<file path="config.mk">
export PLATFORM = sky130hd
export DESIGN_NAME = can_rx_filter_error_confinement
export DESIGN_NICKNAME = d
export VERILOG_FILES = /design/src/sv/can_rxf_pkg.sv /design/src/sv/can_rx_filter_error_confinement.sv /design/src/sv/can_rxf_filter.sv /design/src/sv/can_rxf_core.sv
export VERILOG_INCLUDE_DIRS = /design/src /design/src/sv
export SDC_FILE = /design/constraint.sdc
export NUM_CORES = 1
export LEC_CHECK = 0
export ABC_AREA = 0
export BUFFER_PORTS_ARGS = -buffer_cell sky130_fd_sc_hd__buf_4
export CAP_MARGIN = 20
export CORE_MARGIN = 2
export CORE_UTILIZATION = 50
export DETAILED_ROUTE_END_ITERATION = 10
export PLACE_DENSITY = 0.65
export SKIP_CTS_REPAIR_TIMING = 1
export SYNTH_ARGS = -nofsm -noshare
export SYNTH_HDL_FRONTEND = slang
export SYNTH_SLANG_ARGS = --single-unit
export TNS_END_PERCENT = 1
</file>
<file path="constraint.sdc">
create_clock -name aclk -period 11.7 [get_ports aclk]
set_input_delay 2.34 -clock aclk [delete_from_list [all_inputs] [get_ports aclk]]
set_output_delay 2.34 -clock aclk [all_outputs]
set_load 0.01 [all_outputs]
</file>
<file path="src/sv/can_rx_filter_error_confinement_defines.svh">
// Assertion macros shared by the receive filter block.
`ifndef CAN_RX_FILTER_ERROR_CONFINEMENT_DEFINES_SVH
`define CAN_RX_FILTER_ERROR_CONFINEMENT_DEFINES_SVH

// Same-cycle implication, disabled while reset is low.
`define CRF_ASSERT_SAME(lbl, clk, rstn, ante, cons, msg) \
    lbl: assert property (@(posedge clk) disable iff (!(rstn)) (ante) |-> (cons)) \
        else $error(msg);

// Next-cycle implication, disabled while reset is low.
`define CRF_ASSERT_NEXT(lbl, clk, rstn, ante, cons, msg) \
    lbl: assert property (@(posedge clk) disable iff (!(rstn)) (ante) |=> (cons)) \
        else $error(msg);

`endif

</file>
<file path="src/sv/can_rxf_pkg.sv">
`default_nettype none
package can_rxf_pkg;

    localparam int ID_W       = 29;
    localparam int CFG_DATA_W = 59;
    localparam int CFG_IDX_W  = 4;
    localparam int SEQ_W      = 32;
    localparam int CNT_W      = 8;

    localparam logic [CNT_W-1:0] ERR_SAT       = 8'd255;
    localparam logic [CNT_W-1:0] PASSIVE_LIMIT = 8'd128;
    localparam logic [CNT_W-1:0] CNT_STEP      = 8'h01;

    // Event codes carried in the input user field.
    typedef enum logic [1:0] {
        OP_FRAME    = 2'd0,
        OP_TX_ERROR = 2'd1,
        OP_RECOVER  = 2'd2
    } op_t;

    typedef enum logic [1:0] {
        CLASS_NONE  = 2'd0,
        CLASS_DATA  = 2'd1,
        CLASS_ERROR = 2'd2
    } frame_class_t;

    typedef enum logic [1:0] {
        NODE_ACTIVE  = 2'd0,
        NODE_PASSIVE = 2'd1,
        NODE_BUS_OFF = 2'd2
    } node_state_t;

    // One filter register: enable, match id, mask.
    typedef struct packed {
        logic            en;
        logic [ID_W-1:0] match_id;
        logic [ID_W-1:0] mask;
    } filter_t;

    // Event handed from the input stage to the core.
    typedef struct packed {
        op_t  op;
        logic error_frame;
        logic matched;
    } item_t;

    // Result data word, lowest field in the lowest bits.
    typedef struct packed {
        logic              pad;
        logic              tx_allowed;
        node_state_t       node_state;
        logic [CNT_W-1:0]  rx_errors;
        logic [CNT_W-1:0]  tx_errors;
        logic [12:0]       log_count;
        logic [11:0]       log_slot;
        logic              rx_overflow;
        logic [8:0]        rx_count;
        logic [7:0]        rx_slot;
        logic [SEQ_W-1:0]  sequence_res;
        logic              accepted;
    } result_t;

endpackage
`default_nettype wire

</file>
<file path="src/sv/can_rx_filter_error_confinement.sv">
`default_nettype none
// CAN receive acceptance filter with error confinement. Each transfer on the
// s_ side is one event: a received frame, a transmit bus error or a bus-off
// recovery request; each yields exactly one result transfer on the m_ side.
// The block takes one event per clock cycle unless a stalled result holds the
// flow; an event goes from the s_ transfer into the input register and then
// into the result register, which drives m_tvalid, with the filter compare and
// the counter update between them. A stalled result holds in the result
// register while one more event waits in the input register. Filters must be
// written through cfg_we/cfg_index/cfg_wdata only while no event is in flight;
// the block itself does not enforce this. Indexes at or beyond NUM_FILTERS are ignored.
module can_rx_filter_error_confinement #(
    parameter int NUM_FILTERS = 8,
    parameter int RX_DEPTH    = 256,
    parameter int LOG_DEPTH   = 4096
) (
    input  wire logic        aclk,
    input  wire logic        aresetn,
    input  wire logic        s_tvalid,
    output logic             s_tready,
    input  wire logic [31:0] s_tdata,   // frame_id[28:0], zero pad
    input  wire logic [2:0]  s_tuser,   // op[1:0], frame_is_error[2]
    output logic             m_tvalid,
    input  wire logic        m_tready,
    output logic [95:0]      m_tdata,   // accepted[0], sequence_res[32:1], rx_slot[40:33],
                                        // rx_count[49:41], rx_overflow[50],
                                        // log_slot[62:51], log_count[75:63],
                                        // tx_errors[83:76], rx_errors[91:84],
                                        // node_state[93:92], tx_allowed[94], pad[95]
    output logic [1:0]       m_tuser,   // frame_class[1:0]
    input  wire logic        cfg_we,
    input  wire logic [can_rxf_pkg::CFG_IDX_W-1:0]  cfg_index,
    input  wire logic [can_rxf_pkg::CFG_DATA_W-1:0] cfg_wdata
);

    logic                             in_valid_reg;
    logic                             in_valid_next;
    can_rxf_pkg::op_t                 op_reg;
    logic [can_rxf_pkg::ID_W-1:0]     id_reg;
    logic                             err_reg;
    logic                             matched;
    logic                             in_take;
    can_rxf_pkg::item_t               item;
    can_rxf_pkg::result_t             m_data;
    can_rxf_pkg::frame_class_t        m_class;

    // Accept when the input register is empty or moving on this cycle
    assign s_tready = !in_valid_reg || in_take;

    always_comb begin
        in_valid_next = in_valid_reg;
        if (s_tready) begin
            in_valid_next = s_tvalid;
        end
    end

    always_ff @(posedge aclk) begin
        if (!aresetn) begin
            in_valid_reg <= 1'b0;
        end else begin
            in_valid_reg <= in_valid_next;
        end
    end

    // Capture the event payload on each input transfer
    always_ff @(posedge aclk) begin
        if (s_tvalid && s_tready) begin
            op_reg  <= can_rxf_pkg::op_t'(s_tuser[1:0]);
            id_reg  <= s_tdata[can_rxf_pkg::ID_W-1:0];
            err_reg <= s_tuser[2];
        end
    end

    can_rxf_filter #(
        .NUM_FILTERS(NUM_FILTERS)
    ) u_filter (
        .aclk      (aclk),
        .aresetn   (aresetn),
        .cfg_we    (cfg_we),
        .cfg_index (cfg_index),
        .cfg_wdata (cfg_wdata),
        .frame_id  (id_reg),
        .matched   (matched)
    );

    assign item = '{op: op_reg, error_frame: err_reg, matched: matched};

    can_rxf_core #(
        .RX_DEPTH  (RX_DEPTH),
        .LOG_DEPTH (LOG_DEPTH)
    ) u_core (
        .aclk     (aclk),
        .aresetn  (aresetn),
        .in_valid (in_valid_reg),
        .item     (item),
        .in_take  (in_take),
        .m_valid  (m_tvalid),
        .m_ready  (m_tready),
        .m_data   (m_data),
        .m_class  (m_class)
    );

    assign m_tdata = m_data;
    assign m_tuser = m_class;

endmodule
`default_nettype wire

</file>
<file path="src/sv/can_rxf_filter.sv">
`default_nettype none
module can_rxf_filter #(
    parameter int NUM_FILTERS = 8
) (
    input  wire logic                               aclk,
    input  wire logic                               aresetn,
    input  wire logic                               cfg_we,
    input  wire logic [can_rxf_pkg::CFG_IDX_W-1:0]  cfg_index,
    input  wire logic [can_rxf_pkg::CFG_DATA_W-1:0] cfg_wdata,
    input  wire logic [can_rxf_pkg::ID_W-1:0]       frame_id,
    output logic                                    matched
);

    can_rxf_pkg::filter_t filt_reg [NUM_FILTERS];
    logic [NUM_FILTERS-1:0] hit;

    // Store filter registers; writes to absent filters fall through
    always_ff @(posedge aclk) begin
        if (!aresetn) begin
            for (int k = 0; k < NUM_FILTERS; k++) begin
                filt_reg[k] <= '0;
            end
        end else if (cfg_we) begin
            for (int k = 0; k < NUM_FILTERS; k++) begin
                if (cfg_index == can_rxf_pkg::CFG_IDX_W'(k)) begin
                    filt_reg[k] <= can_rxf_pkg::filter_t'(cfg_wdata);
                end
            end
        end
    end

    // Compare all filters in parallel
    always_comb begin
        for (int k = 0; k < NUM_FILTERS; k++) begin
            hit[k] = filt_reg[k].en &&
                     (((frame_id ^ filt_reg[k].match_id) & filt_reg[k].mask) == '0);
        end
    end

    assign matched = |hit;

endmodule
`default_nettype wire

</file>
<file path="src/sv/can_rxf_core.sv">
`default_nettype none
`include "can_rx_filter_error_confinement_defines.svh"
module can_rxf_core #(
    parameter int RX_DEPTH  = 256,
    parameter int LOG_DEPTH = 4096
) (
    input  wire logic                  aclk,
    input  wire logic                  aresetn,
    input  wire logic                  in_valid,
    input  wire can_rxf_pkg::item_t    item,
    output logic                       in_take,
    output logic                       m_valid,
    input  wire logic                  m_ready,
    output can_rxf_pkg::result_t       m_data,
    output can_rxf_pkg::frame_class_t  m_class
);

    localparam int RX_PTR_W  = (RX_DEPTH > 1) ? $clog2(RX_DEPTH) : 1;
    localparam int RX_FILL_W = $clog2(RX_DEPTH + 1);
    localparam int LG_PTR_W  = (LOG_DEPTH > 1) ? $clog2(LOG_DEPTH) : 1;
    localparam int LG_FILL_W = $clog2(LOG_DEPTH + 1);

    localparam logic [RX_PTR_W-1:0]  RX_LAST = RX_PTR_W'(RX_DEPTH - 1);
    localparam logic [RX_FILL_W-1:0] RX_FULL = RX_FILL_W'(RX_DEPTH);
    localparam logic [LG_PTR_W-1:0]  LG_LAST = LG_PTR_W'(LOG_DEPTH - 1);
    localparam logic [LG_FILL_W-1:0] LG_FULL = LG_FILL_W'(LOG_DEPTH);

    logic [can_rxf_pkg::CNT_W-1:0] tx_err_reg, tx_err_next;
    logic [can_rxf_pkg::CNT_W-1:0] rx_err_reg, rx_err_next;
    can_rxf_pkg::node_state_t      fault_reg, fault_next;
    logic [can_rxf_pkg::SEQ_W-1:0] seq_reg, seq_next;
    logic [RX_PTR_W-1:0]           ring_head_reg, ring_head_next;
    logic [RX_FILL_W-1:0]          ring_fill_reg, ring_fill_next;
    logic                          ring_ovf_reg, ring_ovf_next;
    logic [LG_PTR_W-1:0]           log_head_reg, log_head_next;
    logic [LG_FILL_W-1:0]          log_fill_reg, log_fill_next;

    logic                          out_valid_reg;
    can_rxf_pkg::result_t          res_reg, res_next;
    can_rxf_pkg::frame_class_t     class_reg, class_next;

    logic                          acc;
    logic                          log_it;
    logic [31:0]                   rx_slot_w, rx_fill_w, log_slot_w, log_fill_w;

    function automatic can_rxf_pkg::node_state_t node_of(
        input logic [can_rxf_pkg::CNT_W-1:0] tx_c,
        input logic [can_rxf_pkg::CNT_W-1:0] rx_c
    );
        if (tx_c >= can_rxf_pkg::ERR_SAT) begin
            return can_rxf_pkg::NODE_BUS_OFF;
        end else if (tx_c >= can_rxf_pkg::PASSIVE_LIMIT ||
                     rx_c >= can_rxf_pkg::PASSIVE_LIMIT) begin
            return can_rxf_pkg::NODE_PASSIVE;
        end
        return can_rxf_pkg::NODE_ACTIVE;
    endfunction

    // Advance when the result register is free or being drained
    assign in_take = in_valid && (!out_valid_reg || m_ready);

    // Work out the next state for the event at the core input
    always_comb begin
        tx_err_next    = tx_err_reg;
        rx_err_next    = rx_err_reg;
        fault_next     = fault_reg;
        seq_next       = seq_reg;
        ring_head_next = ring_head_reg;
        ring_fill_next = ring_fill_reg;
        ring_ovf_next  = ring_ovf_reg;
        log_head_next  = log_head_reg;
        log_fill_next  = log_fill_reg;
        acc            = 1'b0;
        log_it         = 1'b0;
        class_next     = can_rxf_pkg::CLASS_NONE;
        rx_slot_w      = '0;
        log_slot_w     = '0;

        unique case (item.op)
            can_rxf_pkg::OP_FRAME: begin
                if (item.matched) begin
                    acc      = 1'b1;
                    log_it   = 1'b1;
                    seq_next = seq_reg + 32'd1;
                    if (item.error_frame) begin
                        class_next = can_rxf_pkg::CLASS_ERROR;
                        if (rx_err_reg < can_rxf_pkg::ERR_SAT) begin
                            rx_err_next = rx_err_reg + can_rxf_pkg::CNT_STEP;
                        end
                        fault_next = node_of(tx_err_reg, rx_err_next);
                    end else begin
                        class_next     = can_rxf_pkg::CLASS_DATA;
                        rx_slot_w      = 32'(ring_head_reg);
                        ring_head_next = (ring_head_reg == RX_LAST) ? '0 :
                                         ring_head_reg + RX_PTR_W'(1);
                        if (ring_fill_reg >= RX_FULL) begin
                            ring_ovf_next = 1'b1;
                        end else begin
                            ring_fill_next = ring_fill_reg + RX_FILL_W'(1);
                        end
                    end
                end
            end
            can_rxf_pkg::OP_TX_ERROR: begin
                if (tx_err_reg < can_rxf_pkg::ERR_SAT) begin
                    tx_err_next = tx_err_reg + can_rxf_pkg::CNT_STEP;
                end
                fault_next = node_of(tx_err_next, rx_err_reg);
            end
            can_rxf_pkg::OP_RECOVER: begin
                if (fault_reg == can_rxf_pkg::NODE_BUS_OFF) begin
                    tx_err_next = '0;
                    rx_err_next = '0;
                    fault_next  = can_rxf_pkg::NODE_ACTIVE;
                end
            end
            default: ;
        endcase

        // Log every accepted frame
        if (log_it) begin
            log_slot_w    = 32'(log_head_reg);
            log_head_next = (log_head_reg == LG_LAST) ? '0 : log_head_reg + LG_PTR_W'(1);
            if (log_fill_reg < LG_FULL) begin
                log_fill_next = log_fill_reg + LG_FILL_W'(1);
            end
        end
    end

    // Assemble the result word
    always_comb begin
        rx_fill_w  = 32'(ring_fill_next);
        log_fill_w = 32'(log_fill_next);
        res_next              = '0;
        res_next.accepted     = acc;
        res_next.sequence_res = acc ? seq_reg : '0;
        res_next.rx_slot      = rx_slot_w[7:0];
        res_next.rx_count     = rx_fill_w[8:0];
        res_next.rx_overflow  = ring_ovf_next;
        res_next.log_slot     = log_slot_w[11:0];
        res_next.log_count    = log_fill_w[12:0];
        res_next.tx_errors    = tx_err_next;
        res_next.rx_errors    = rx_err_next;
        res_next.node_state   = fault_next;
        res_next.tx_allowed   = (fault_next == can_rxf_pkg::NODE_ACTIVE);
    end

    // Commit state on each transfer into the result register
    always_ff @(posedge aclk) begin
        if (!aresetn) begin
            tx_err_reg    <= '0;
            rx_err_reg    <= '0;
            fault_reg     <= can_rxf_pkg::NODE_ACTIVE;
            seq_reg       <= '0;
            ring_head_reg <= '0;
            ring_fill_reg <= '0;
            ring_ovf_reg  <= 1'b0;
            log_head_reg  <= '0;
            log_fill_reg  <= '0;
        end else if (in_take) begin
            tx_err_reg    <= tx_err_next;
            rx_err_reg    <= rx_err_next;
            fault_reg     <= fault_next;
            seq_reg       <= seq_next;
            ring_head_reg <= ring_head_next;
            ring_fill_reg <= ring_fill_next;
            ring_ovf_reg  <= ring_ovf_next;
            log_head_reg  <= log_head_next;
            log_fill_reg  <= log_fill_next;
        end
    end

    // Hold the result until the downstream side takes it
    always_ff @(posedge aclk) begin
        if (!aresetn) begin
            out_valid_reg <= 1'b0;
        end else if (in_take) begin
            out_valid_reg <= 1'b1;
        end else if (m_ready) begin
            out_valid_reg <= 1'b0;
        end
    end

    always_ff @(posedge aclk) begin
        if (in_take) begin
            res_reg   <= res_next;
            class_reg <= class_next;
        end
    end

    assign m_valid = out_valid_reg;
    assign m_data  = res_reg;
    assign m_class = class_reg;

    `CRF_ASSERT_SAME(a_busoff_sat, aclk, aresetn,
        fault_reg == can_rxf_pkg::NODE_BUS_OFF, tx_err_reg == can_rxf_pkg::ERR_SAT,
        "bus off without saturated transmit counter")
    `CRF_ASSERT_SAME(a_fill_bound, aclk, aresetn, 1'b1, ring_fill_reg <= RX_FULL,
        "receive ring fill above depth")
    `CRF_ASSERT_NEXT(a_seq_step, aclk, aresetn, in_take && acc,
        seq_reg == $past(seq_reg) + 32'd1, "sequence number did not advance")
    `CRF_ASSERT_NEXT(a_stall_hold, aclk, aresetn, out_valid_reg && !m_ready,
        out_valid_reg && res_reg == $past(res_reg), "stalled result lost")

endmodule
`default_nettype wire
</file>
== Yosys cells after proc, flatten, opt, wreduce, memory -nomap -nowiden ==
Memory sizes are Yosys's and may differ from the RTL's.
Cells that the tools add are included.

* Add/subtract/negate cells: 7
* Magnitude comparators: 10
* Equal/unequal tests: 12
* Muxes and demuxes: 88
* Bitwise logic cells: 27
* Reduce and logical (&&, ||, !) cells: 34

{| class="wikitable"
|+ Operators by type and width
! cell !! count
|-
| 2-to-1 mux 59 bit || 8
|-
| AND 29 bit || 8
|-
| zero test 29 bit || 8
|-
| bitwise XOR 29 bit || 8
|-
| 2-to-1 mux 8 bit || 11
|-
| 2-to-1 mux 1 bit || 49
|-
| >= comparator 8 bit, second input constant || 6
|-
| 2-to-1 mux 9 bit || 4
|-
| adder 32 x 1 -> 32 bit, second input constant || 1
|-
| case mux 8 bit (2 select lines) || 2
|-
| 2-to-1 mux 13 bit || 2
|-
| adder 8 x 1 -> 8 bit, second input constant || 3
|-
| 2-to-1 mux 2 bit || 10
|-
| equality test 4 x 3 -> 1 bit, second input constant || 4
|-
| less-than comparator 8 bit, second input constant || 2
|-
| adder 13 x 1 -> 13 bit, second input constant || 1
|-
| less-than comparator 13 bit, second input constant || 1
|-
| adder 12 x 1 -> 12 bit, second input constant || 1
|-
| equality test 12 bit, second input constant || 1
|-
| 2-to-1 mux 12 bit || 1
|-
| logical AND 1 bit || 10
|-
| adder 9 x 1 -> 9 bit, second input constant || 1
|-
| >= comparator 9 bit, second input constant || 1
|-
| equality test 4 x 2 -> 1 bit, second input constant || 2
|-
| 17 further kinds || 33
|}

* Bits in registers: 224
* RAM bits: 472
* Input port bits: 103
* Output and inout bits: 100
* Memories: 1

{| class="wikitable"
|+ Memories
! name !! depth !! width !! rd ports !! clocked after memory_dff !! wr ports !! line !! text
|-
| u_filter.filt_reg || 8 || 59 || 8 || 0 || 8 || can_rxf_filter.sv:14 || <nowiki>can_rxf_pkg::filter_t filt_reg [NUM_FILTERS];</nowiki>
|}

== Depth between registers and ports, before layout ==
Gate-level depths: netlist of run 1.
An unclocked memory read counts as a cell.

* Depth after elaboration: 20
* Depth in mapped cells: 11

== By module ==
From an unflattened synthesis of run 1, not the netlist that was laid out.

* Cells, all modules: 2262
* Area total of the unflattened synthesis: 29249.3 sq um

{| class="wikitable"
|+ Modules (own cells, without submodules)
! module !! instances !! cells an instance !! area an instance (sq um) !! sequential area each (sq um)
|-
| can_rxf_filter || 1 || 1418 || 19647.6 || 14173.6
|-
| can_rxf_core || 1 || 807 || 8583.2 || 4794.6
|-
| can_rx_filter_error_confinement || 1 || 37 || 1018.5 || 980.9
|}

== Least setup slack after synthesis of run 1 ==
No wires, ideal clock.

* Path kind: input port to flip-flop
* Start point: input port cfg_index[3] in the netlist's numbering
* End point: memory u_filter.filt_reg[1][177] in the netlist's numbering, enable pin
* Setup time: 558 ps
* Arrival time: 6659 ps
* Data required time: 11142 ps
* Slack: 4483 ps
* Stages on the path: 2
* Path buffers: 0
* Cells stage by stage: nand3b_1 -> o21ai_0

{| class="wikitable"
|+ RTL lines
! what !! line !! text
|-
| start, declared || can_rx_filter_error_confinement.sv:32 || <nowiki>input wire logic [can_rxf_pkg::CFG_IDX_W-1:0] cfg_index,</nowiki>
|-
| end, declared || can_rxf_filter.sv:14 ||
|}

== Final worst setup path of run 1 ==
* Start point: input port m_tready
* End point: output port s_tready

* Cells in the longest elaborated chain, start to end: 3

{| class="wikitable"
|+ Ends and longest elaborated chain
! what !! line !! text
|-
| start, declared || can_rx_filter_error_confinement.sv:24 || <nowiki>input wire logic m_tready,</nowiki>
|-
| logical OR 1 bit || can_rxf_core.sv:60 || <nowiki>assign in_take = in_valid && (!out_valid_reg || m_ready);</nowiki>
|-
| logical AND 1 bit || can_rxf_core.sv:60 ||
|-
| logical OR 1 bit || can_rx_filter_error_confinement.sv:48 || <nowiki>assign s_tready = !in_valid_reg || in_take;</nowiki>
|-
| end, declared || can_rx_filter_error_confinement.sv:20 || <nowiki>output logic s_tready,</nowiki>
|}

No other way between the ends.

==> results of run 1 <==
==> cells by family (layout without fill, tap and decap cells) <==
group	after synthesis	in the layout
AO/OA/AOI/OAI	286	286
XOR/XNOR	261	261
adder cells (fa/ha/maj)	14	14
buffers and inverters	234	459
flip-flops	696	696
multiplexers	34	34
other	1	1
AND/OR/NAND/NOR	897	897
==> final timing paths <==
| kind | slack [ns] | cells after the start | endpoint | start |
|---|---|---|---|---|
| max | 6.46 | 4 | s_tready | m_tready |
| min | 0.48 | 2 | u_core.ring_ovf_reg | u_core.ring_ovf_reg |
| min reg2reg | 0.48 | 2 | u_core.ring_ovf_reg | u_core.ring_ovf_reg |
| max reg2reg | 7.77 | 8 | u_core.log_head_reg[1] | id_reg[25] |
==> metal layers <==
layer | vias to the layer above | GRT usage, % | part of all wire, %
met2 | 570 | 39.07 | 49
met5 | - | 0 | 0
li1 | 8996 | - | -
met3 | 91 | 3.375 | 5.6
met4 | 0 | 6.506 | 2.3
met1 | 9685 | 31.83 | 43
==> tightest hold or removal path, cell delays in order, from the launching register on <==
cell                      delay [ns]
sky130_fd_sc_hd__dfxtp_1        0.34
sky130_fd_sc_hd__a31oi_1        0.04
sky130_fd_sc_hd__nor2_1         0.07
==> power groups by stage <==
stage / logic, W / clock network, W / registers [W]
detailed placement: 0.000357 / 0 / 0.00296
global route: 0.000386 / 0.00250 / 0.00292
global placement: 0.000350 / 0 / 0.00295
finish: 0.000356 / 0.00236 / 0.00291
floorplan: 0.000214 / 0 / 0.00294
CTS: 0.000359 / 0.00240 / 0.00291
==> metrics by stage <==
step	utilization, %	area [um^2]	worst slack [ns]
final	58.39	34590	6.457
after global placement	54.24	32130	6.469
after global routing	58.39	34590	6.403
after detailed placement	54.24	32130	6.399
after CTS	58.39	34590	6.461
after floorplan	-	30060	4.483
==> layout make-up <==
class                   instances  area, um^2
clock inverters                51       555.5
well taps                     773       967.2
fillers                      4855       24650
flip-flops and latches        696       19950
multi-input cells            1493        9166
repair buffers                225        1689
inverters                      96       362.8
clock buffers                  87        1901
==> placed cells by master (no fill, tap or decap), types with 28 or more instances in the layout <==
cell                        instances
sky130_fd_sc_hd__edfxtp_1         601
sky130_fd_sc_hd__dfxtp_1           95
sky130_fd_sc_hd__nand4_1           53
sky130_fd_sc_hd__inv_1             94
sky130_fd_sc_hd__nand3_1           51
sky130_fd_sc_hd__nor2_1           422
sky130_fd_sc_hd__nand2_1          164
sky130_fd_sc_hd__a22oi_1          115
sky130_fd_sc_hd__clkbuf_16         74
sky130_fd_sc_hd__and3_1            70
sky130_fd_sc_hd__xor2_1           236
sky130_fd_sc_hd__buf_4            225
sky130_fd_sc_hd__mux2i_1           28
sky130_fd_sc_hd__a21oi_1           47
==> flow_summary_export.csv, run 1 <==
group,metric,value,unit
floorplanning,fp.dieW,249.2,um
pwr,ir_worst_vdd,0.1099,mV
detailed_routing,routed_via_density,5.654,
worst_hold_path,hold_class,"flip-flop to flip-flop",
yosys,dominant_combinational_cell_family_by_area_after_synthesis,"simple AND/OR/NAND/NOR gates",
final_layout,finalNetCount,2703,
grt,global_route_wire_length_before_repair,111.8,mm
placement,place_congestion,0.8570,
floorplanning,io_pins,203,
pwr,share_clk_of_total_power,42.0,%
clock_tree,clock_pin_slew_on_the_worst_setup_and_hold_paths,0.06,ns
clock_tree,clkLatencyLatePin,0.62,ns
yosys,most_numerous_cell_in_the_yosys_netlist,"sky130_fd_sc_hd__edfxtp_1",
setup_path,endpoint_kind,"output port",
timing,setup_total_negative_slack,0,ns
placement,dp_cells,3283,
yosys,synthesis.instances,2423,
clock_tree,cts_buffers,74,
yosys,synth-edff-count,601,
detailed_routing,number_of_optimization_iterations_in_the_first_detailed_route_pass,6,
setup_path,worst_path_dominant_cell_family,"simple AND/OR/NAND/NOR gates",
setup_path,cp_common_cell,"sky130_fd_sc_hd__buf_4",
setup_path,worstSetupPathType,"primary input to output port",
setup_path,buffering_stage_count_on_the_worst_path_with_inverters_included,2,
timing,finalHoldViolCount,0,
yosys,synthArstFlopShare,0,%
floorplanning,die_h,249.2,um
timing,timing.final.crit_share,44.81,%
setup_path,cp_slowest_stage_delay,0.19,ns
pwr,p_comb_share,6.3,%
clock_tree,clock_tree.root_cell,"sky130_fd_sc_hd__clkbuf_16",
setup_path,crit_path_max_fanout,4,
clock_tree,ctsLongestPathBuffers,3,
yosys,synth_adder_area_share,0.5827,%
detailed_routing,vias,19340,
yosys,synth_area,30060,um^2
final_layout,area.growth.synth_to_final,15.06,%
yosys,ys_top_cells_by_count,"sky130_fd_sc_hd__edfxtp_1 (601), sky130_fd_sc_hd__nor2_1 (422), sky130_fd_sc_hd__xor2_1 (236)",
detailed_routing,drtIter0Drc,1840,
placement,input_output_buffers,198,
yosys,yosysTopAreaCell,"sky130_fd_sc_hd__edfxtp_1",
grt,globalRoute.totalOverflow,0,
final_layout,largest_register_ffs,472,
flow_run,max_cap_violations,0,
yosys,synth_largest_type_area_fraction,60.03,%
detailed_routing,drcViolationCount,0,
floorplanning,fp-row-count,89,
clock_tree,cts_htree_levels,3,
timing,final.hold.worst_slack,0.4830,ns
timing,timing.final.max_slew_violations,0,
pwr,p_seq_share,51.7,%
detailed_routing,routed_wl,72.16,mm
timing,timing.fmax,190.7,MHz
setup_path,worstPathRequired,9.36,ns
timing,setup_violations,0,
pwr,net_switching_power_of_the_design,0.001285,W
yosys,synth-simple-area-share,13.96,%
setup_path,arrival,2.90,ns
clock_tree,clkSinkCount,696,
yosys,synth_area_leaders,"sky130_fd_sc_hd__edfxtp_1 (60%), sky130_fd_sc_hd__xor2_1 (6.9%), sky130_fd_sc_hd__dfxtp_1 (6.3%), sky130_fd_sc_hd__nor2_1 (5.3%), sky130_fd_sc_hd__a22oi_1 (2.9%)",
timing,setup_repair_after_global_routing_missed_its_margin,"false",
setup_path,crit_chain,"buf_4 -> nor2b_1 -> nand2_1 -> buf_4",
pwr,static-leakage-power,12.89,nW
timing,final_period_minus_worst_setup_slack,5.243,ns
grt,grt_antenna_before_repair,0,
grt,grt_max_degree,81,
yosys,syn-num-nets,2540,
detailed_routing,number_of_routed_nets_with_antenna_violations,0,
yosys,netlist_cell_types,75,
grt,grt_use_total,23.30,%
yosys,synth_compound_gate_area_share,6.951,%
clock_tree,cts_tree,"yes",
floorplanning,die_area,62100,um^2
final_layout,n_antenna_cell,0,
timing,finClkSkew,0.02333,ns
grt,grt_pass1_vias,19240,
timing,worstMarginPinSlew,1.058,ns
timing,slew_headroom,29.43,%
yosys,avgSynthCellArea,12.41,um^2
placement,detailed_place_hpwl,46.34,mm
final_layout,fraction_of_final_layout_cells_sized_beyond_drive_strength_1,14.99,%
yosys,synthFlopType,"sky130_fd_sc_hd__edfxtp_1",
yosys,synthesis.yosys.warnings,0,
final_layout,final_cell_count_no_fill,3421,
yosys,seq_area_frac_synth,66.36,%
pwr,cell_internal_pwr,0.004337,W
setup_path,critical_path_cell_with_the_highest_stage_delay,"sky130_fd_sc_hd__nor2b_1",
floorplanning,starting_utilization_of_the_core_area,50.75,%
detailed_routing,routed_wire_length_per_instance,21.09,um
pwr,powerDensity,162.5,nW/um^2
yosys,synth.mux.area_fraction,1.157,%
yosys,synth_seq_cells,696,
yosys,xor_xnor_share_of_the_synthesized_area,7.604,%
floorplanning,core_area,59240,um^2
pwr,netSwitchingFraction,22.86,%
outcome,status,"complete, no violations",
setup_path,worstSetupStartpointType,"primary input",
pwr,total_power,0.005622,W
No activity file was read; power rests on OpenSTA's default activity.
==> inputs of run 2 (changes only) <==
==> constraint.sdc (replaced) <==
create_clock -name aclk -period 5.05 [get_ports aclk]
set_input_delay 1.01 -clock aclk [delete_from_list [all_inputs] [get_ports aclk]]
set_output_delay 1.01 -clock aclk [all_outputs]
set_load 0.01 [all_outputs]
==> flow_summary_export.csv, run 2 (same netlist as run 1, synthesis figures left out) <==
group,metric,value,unit
timing,setup_repair_after_global_routing_missed_its_margin,"false",
setup_path,endpoint_kind,"flip-flop",
detailed_routing,drcViolationCount,1,
setup_path,critical_path.reg2reg.startpoint,"id_reg[9]",
floorplanning,die_h,249.2,um
detailed_routing,routed_wl,72.31,mm
worst_hold_path,hold_class,"flip-flop to flip-flop",
pwr,powerDensity,369.9,nW/um^2
floorplanning,starting_utilization_of_the_core_area,50.75,%
final_layout,fraction_of_final_layout_cells_sized_beyond_drive_strength_1,14.49,%
pwr,p_seq_share,52.7,%
detailed_routing,number_of_optimization_iterations_in_the_first_detailed_route_pass,9,
pwr,cell_internal_pwr,0.009814,W
pwr,netSwitchingFraction,23.19,%
placement,input_output_buffers,198,
setup_path,worstSetupPathType,"flip-flop to flip-flop",
clock_tree,clock_pin_slew_on_the_worst_setup_and_hold_paths,0.06,ns
detailed_routing,routed_wire_length_per_instance,21.13,um
detailed_routing,vias,19280,
worst_hold_path,hold_start,"u_core.seq_reg[24]",
timing,timing.final.crit_share,76.74,%
timing,final_period_minus_worst_setup_slack,3.875,ns
clock_tree,cts_tree,"yes",
timing,finalHoldViolCount,0,
final_layout,finalNetCount,2707,
placement,place_congestion,0.8598,
timing,worstMarginPinSlew,1.090,ns
final_layout,n_fill_cell,4850,
clock_tree,clock_tree.root_cell,"sky130_fd_sc_hd__clkbuf_16",
final_layout,final_util,58.32,%
floorplanning,die_area,62100,um^2
outcome,violations,"DRC",
placement,detailed_place_hpwl,47.05,mm
clock_tree,clkLatencyLatePin,0.63,ns
final_layout,area.growth.synth_to_final,14.92,%
detailed_routing,drtIter0Drc,1713,
clock_tree,cts_htree_levels,3,
pwr,share_clk_of_total_power,40.8,%
floorplanning,io_pins,203,
floorplanning,fp.dieW,249.2,um
timing,timing.fmax,258.0,MHz
setup_path,slack_of_the_worst_reg_to_reg_path,1.17,ns
grt,globalRoute.totalOverflow,0,
grt,global_route_wire_length_before_repair,111.8,mm
worst_hold_path,worst_hold_path.endpoint,"u_core.seq_reg[24]",
final_layout,most-common-layout-cells,"sky130_fd_sc_hd__edfxtp_1 (601), sky130_fd_sc_hd__nor2_1 (422), sky130_fd_sc_hd__xor2_1 (236)",
grt,grt_use_total,23.29,%
worst_hold_path,worstHoldPathCells,2,
timing,final.hold.worst_slack,0.4831,ns
setup_path,worstPathRequired,5.53,ns
setup_path,critPathLaunch,"id_reg[9]",
final_layout,mostFrequentLayoutCell,"sky130_fd_sc_hd__edfxtp_1",
outcome,status,"finished with violations",
pwr,ir_worst_vdd,0.2585,mV
grt,grt_antenna_before_repair,0,
pwr,static-leakage-power,12.84,nW
placement,placement.cell_area,32200,um^2
final_layout,n_antenna_cell,0,
timing,timing.final.max_slew_violations,0,
setup_path,crit_path_max_fanout,25,
timing,slew_headroom,27.03,%
setup_path,worstSetupStartpointType,"flip-flop",
timing,setup_violations,0,
timing,setup_total_negative_slack,0,ns
grt,grt_max_degree,114,
clock_tree,cts_buffers,75,
final_layout,design_area,34550,um^2
setup_path,arrival,4.36,ns
floorplanning,core_area,59240,um^2
detailed_routing,routed_via_density,5.632,
detailed_routing,number_of_routed_nets_with_antenna_violations,0,
floorplanning,fp-row-count,89,
pwr,total_power,0.01278,W
clock_tree,clkSinkCount,696,
grt,grt_pass1_vias,19270,
pwr,p_comb_share,6.5,%
setup_path,timing.reg2reg.worst_path_depth,8,
flow_run,max_cap_violations,0,
timing,finClkSkew,0.03093,ns
pwr,net_switching_power_of_the_design,0.002964,W
setup_path,reg2reg_to,"u_core.log_head_reg[0]",
final_layout,largest_register_ffs,472,
clock_tree,ctsLongestPathBuffers,3,
-- run 2: layout make-up --
| class | count | area, um^2 | area share (%) |
|---|---|---|---|
| Inverter | 96 | 362.8 | 1.050 |
| Timing Repair Buffer | 228 | 1778 | 5.147 |
| Sequential cell | 696 | 19950 | 57.74 |
| Tap cell | 773 | 967.2 | 2.800 |
| Multi-Input combinational cell | 1493 | 9166 | 26.53 |
| Clock inverter | 38 | 335.3 | 0.9706 |
| Clock buffer | 99 | 1988 | 5.755 |
-- run 2: power by group through the flow --
stage | Sequential [W] | Combinational, W | Clock, W
final | 0.00673 | 0.000831 | 0.00521
after global routing | 0.00676 | 0.000901 | 0.00552
after CTS | 0.00674 | 0.000836 | 0.00528
after detailed placement | 0.00686 | 0.000832 | 0
after global placement | 0.00684 | 0.000816 | 0
after floorplan | 0.00680 | 0.000495 | 0
-- run 2: worst max path at each step --
stage,to,slack [ns],cells after the start
finish,u_core.log_head_reg[0],1.17,8
global placement,u_core.log_head_reg[3],1.24,8
floorplan,u_filter.filt_reg[1][177],-0.84,2
global route,u_core.log_head_reg[3],1.04,8
CTS,u_core.log_head_reg[9],1.17,8
detailed placement,u_core.log_head_reg[7],1.17,8
-- run 2: metrics by stage --
| stage | std cells | setup WS, ns |
|---|---|---|
| after floorplan | 2423 | -0.8367 |
| after global placement | 3284 | 1.243 |
| after detailed placement | 3285 | 1.172 |
| after CTS | 3422 | 1.169 |
| after global routing | 3423 | 1.036 |
| final | 3423 | 1.175 |
-- run 2: per-layer routing --
metal  share of wire, %  GRT usage, %  vias to the layer above
li1                   -             -                     8995
met1                 43         31.40                     9609
met2                 49         38.97                      562
met3                5.1         3.595                      114
met4                2.7         7.229                        0
met5                  0             0                        -
-- run 2: critical path, stage by stage, from the launching register on --
cell and delay, ns:
sky130_fd_sc_hd__edfxtp_1 0.60, sky130_fd_sc_hd__xor2_1 0.24, sky130_fd_sc_hd__a22oi_1 0.34, sky130_fd_sc_hd__nand4_1 0.38
sky130_fd_sc_hd__nor4_2 0.49, sky130_fd_sc_hd__or4_1 0.58, sky130_fd_sc_hd__nor2_4 0.30, sky130_fd_sc_hd__o41ai_2 0.71
sky130_fd_sc_hd__nor2_1 0.11
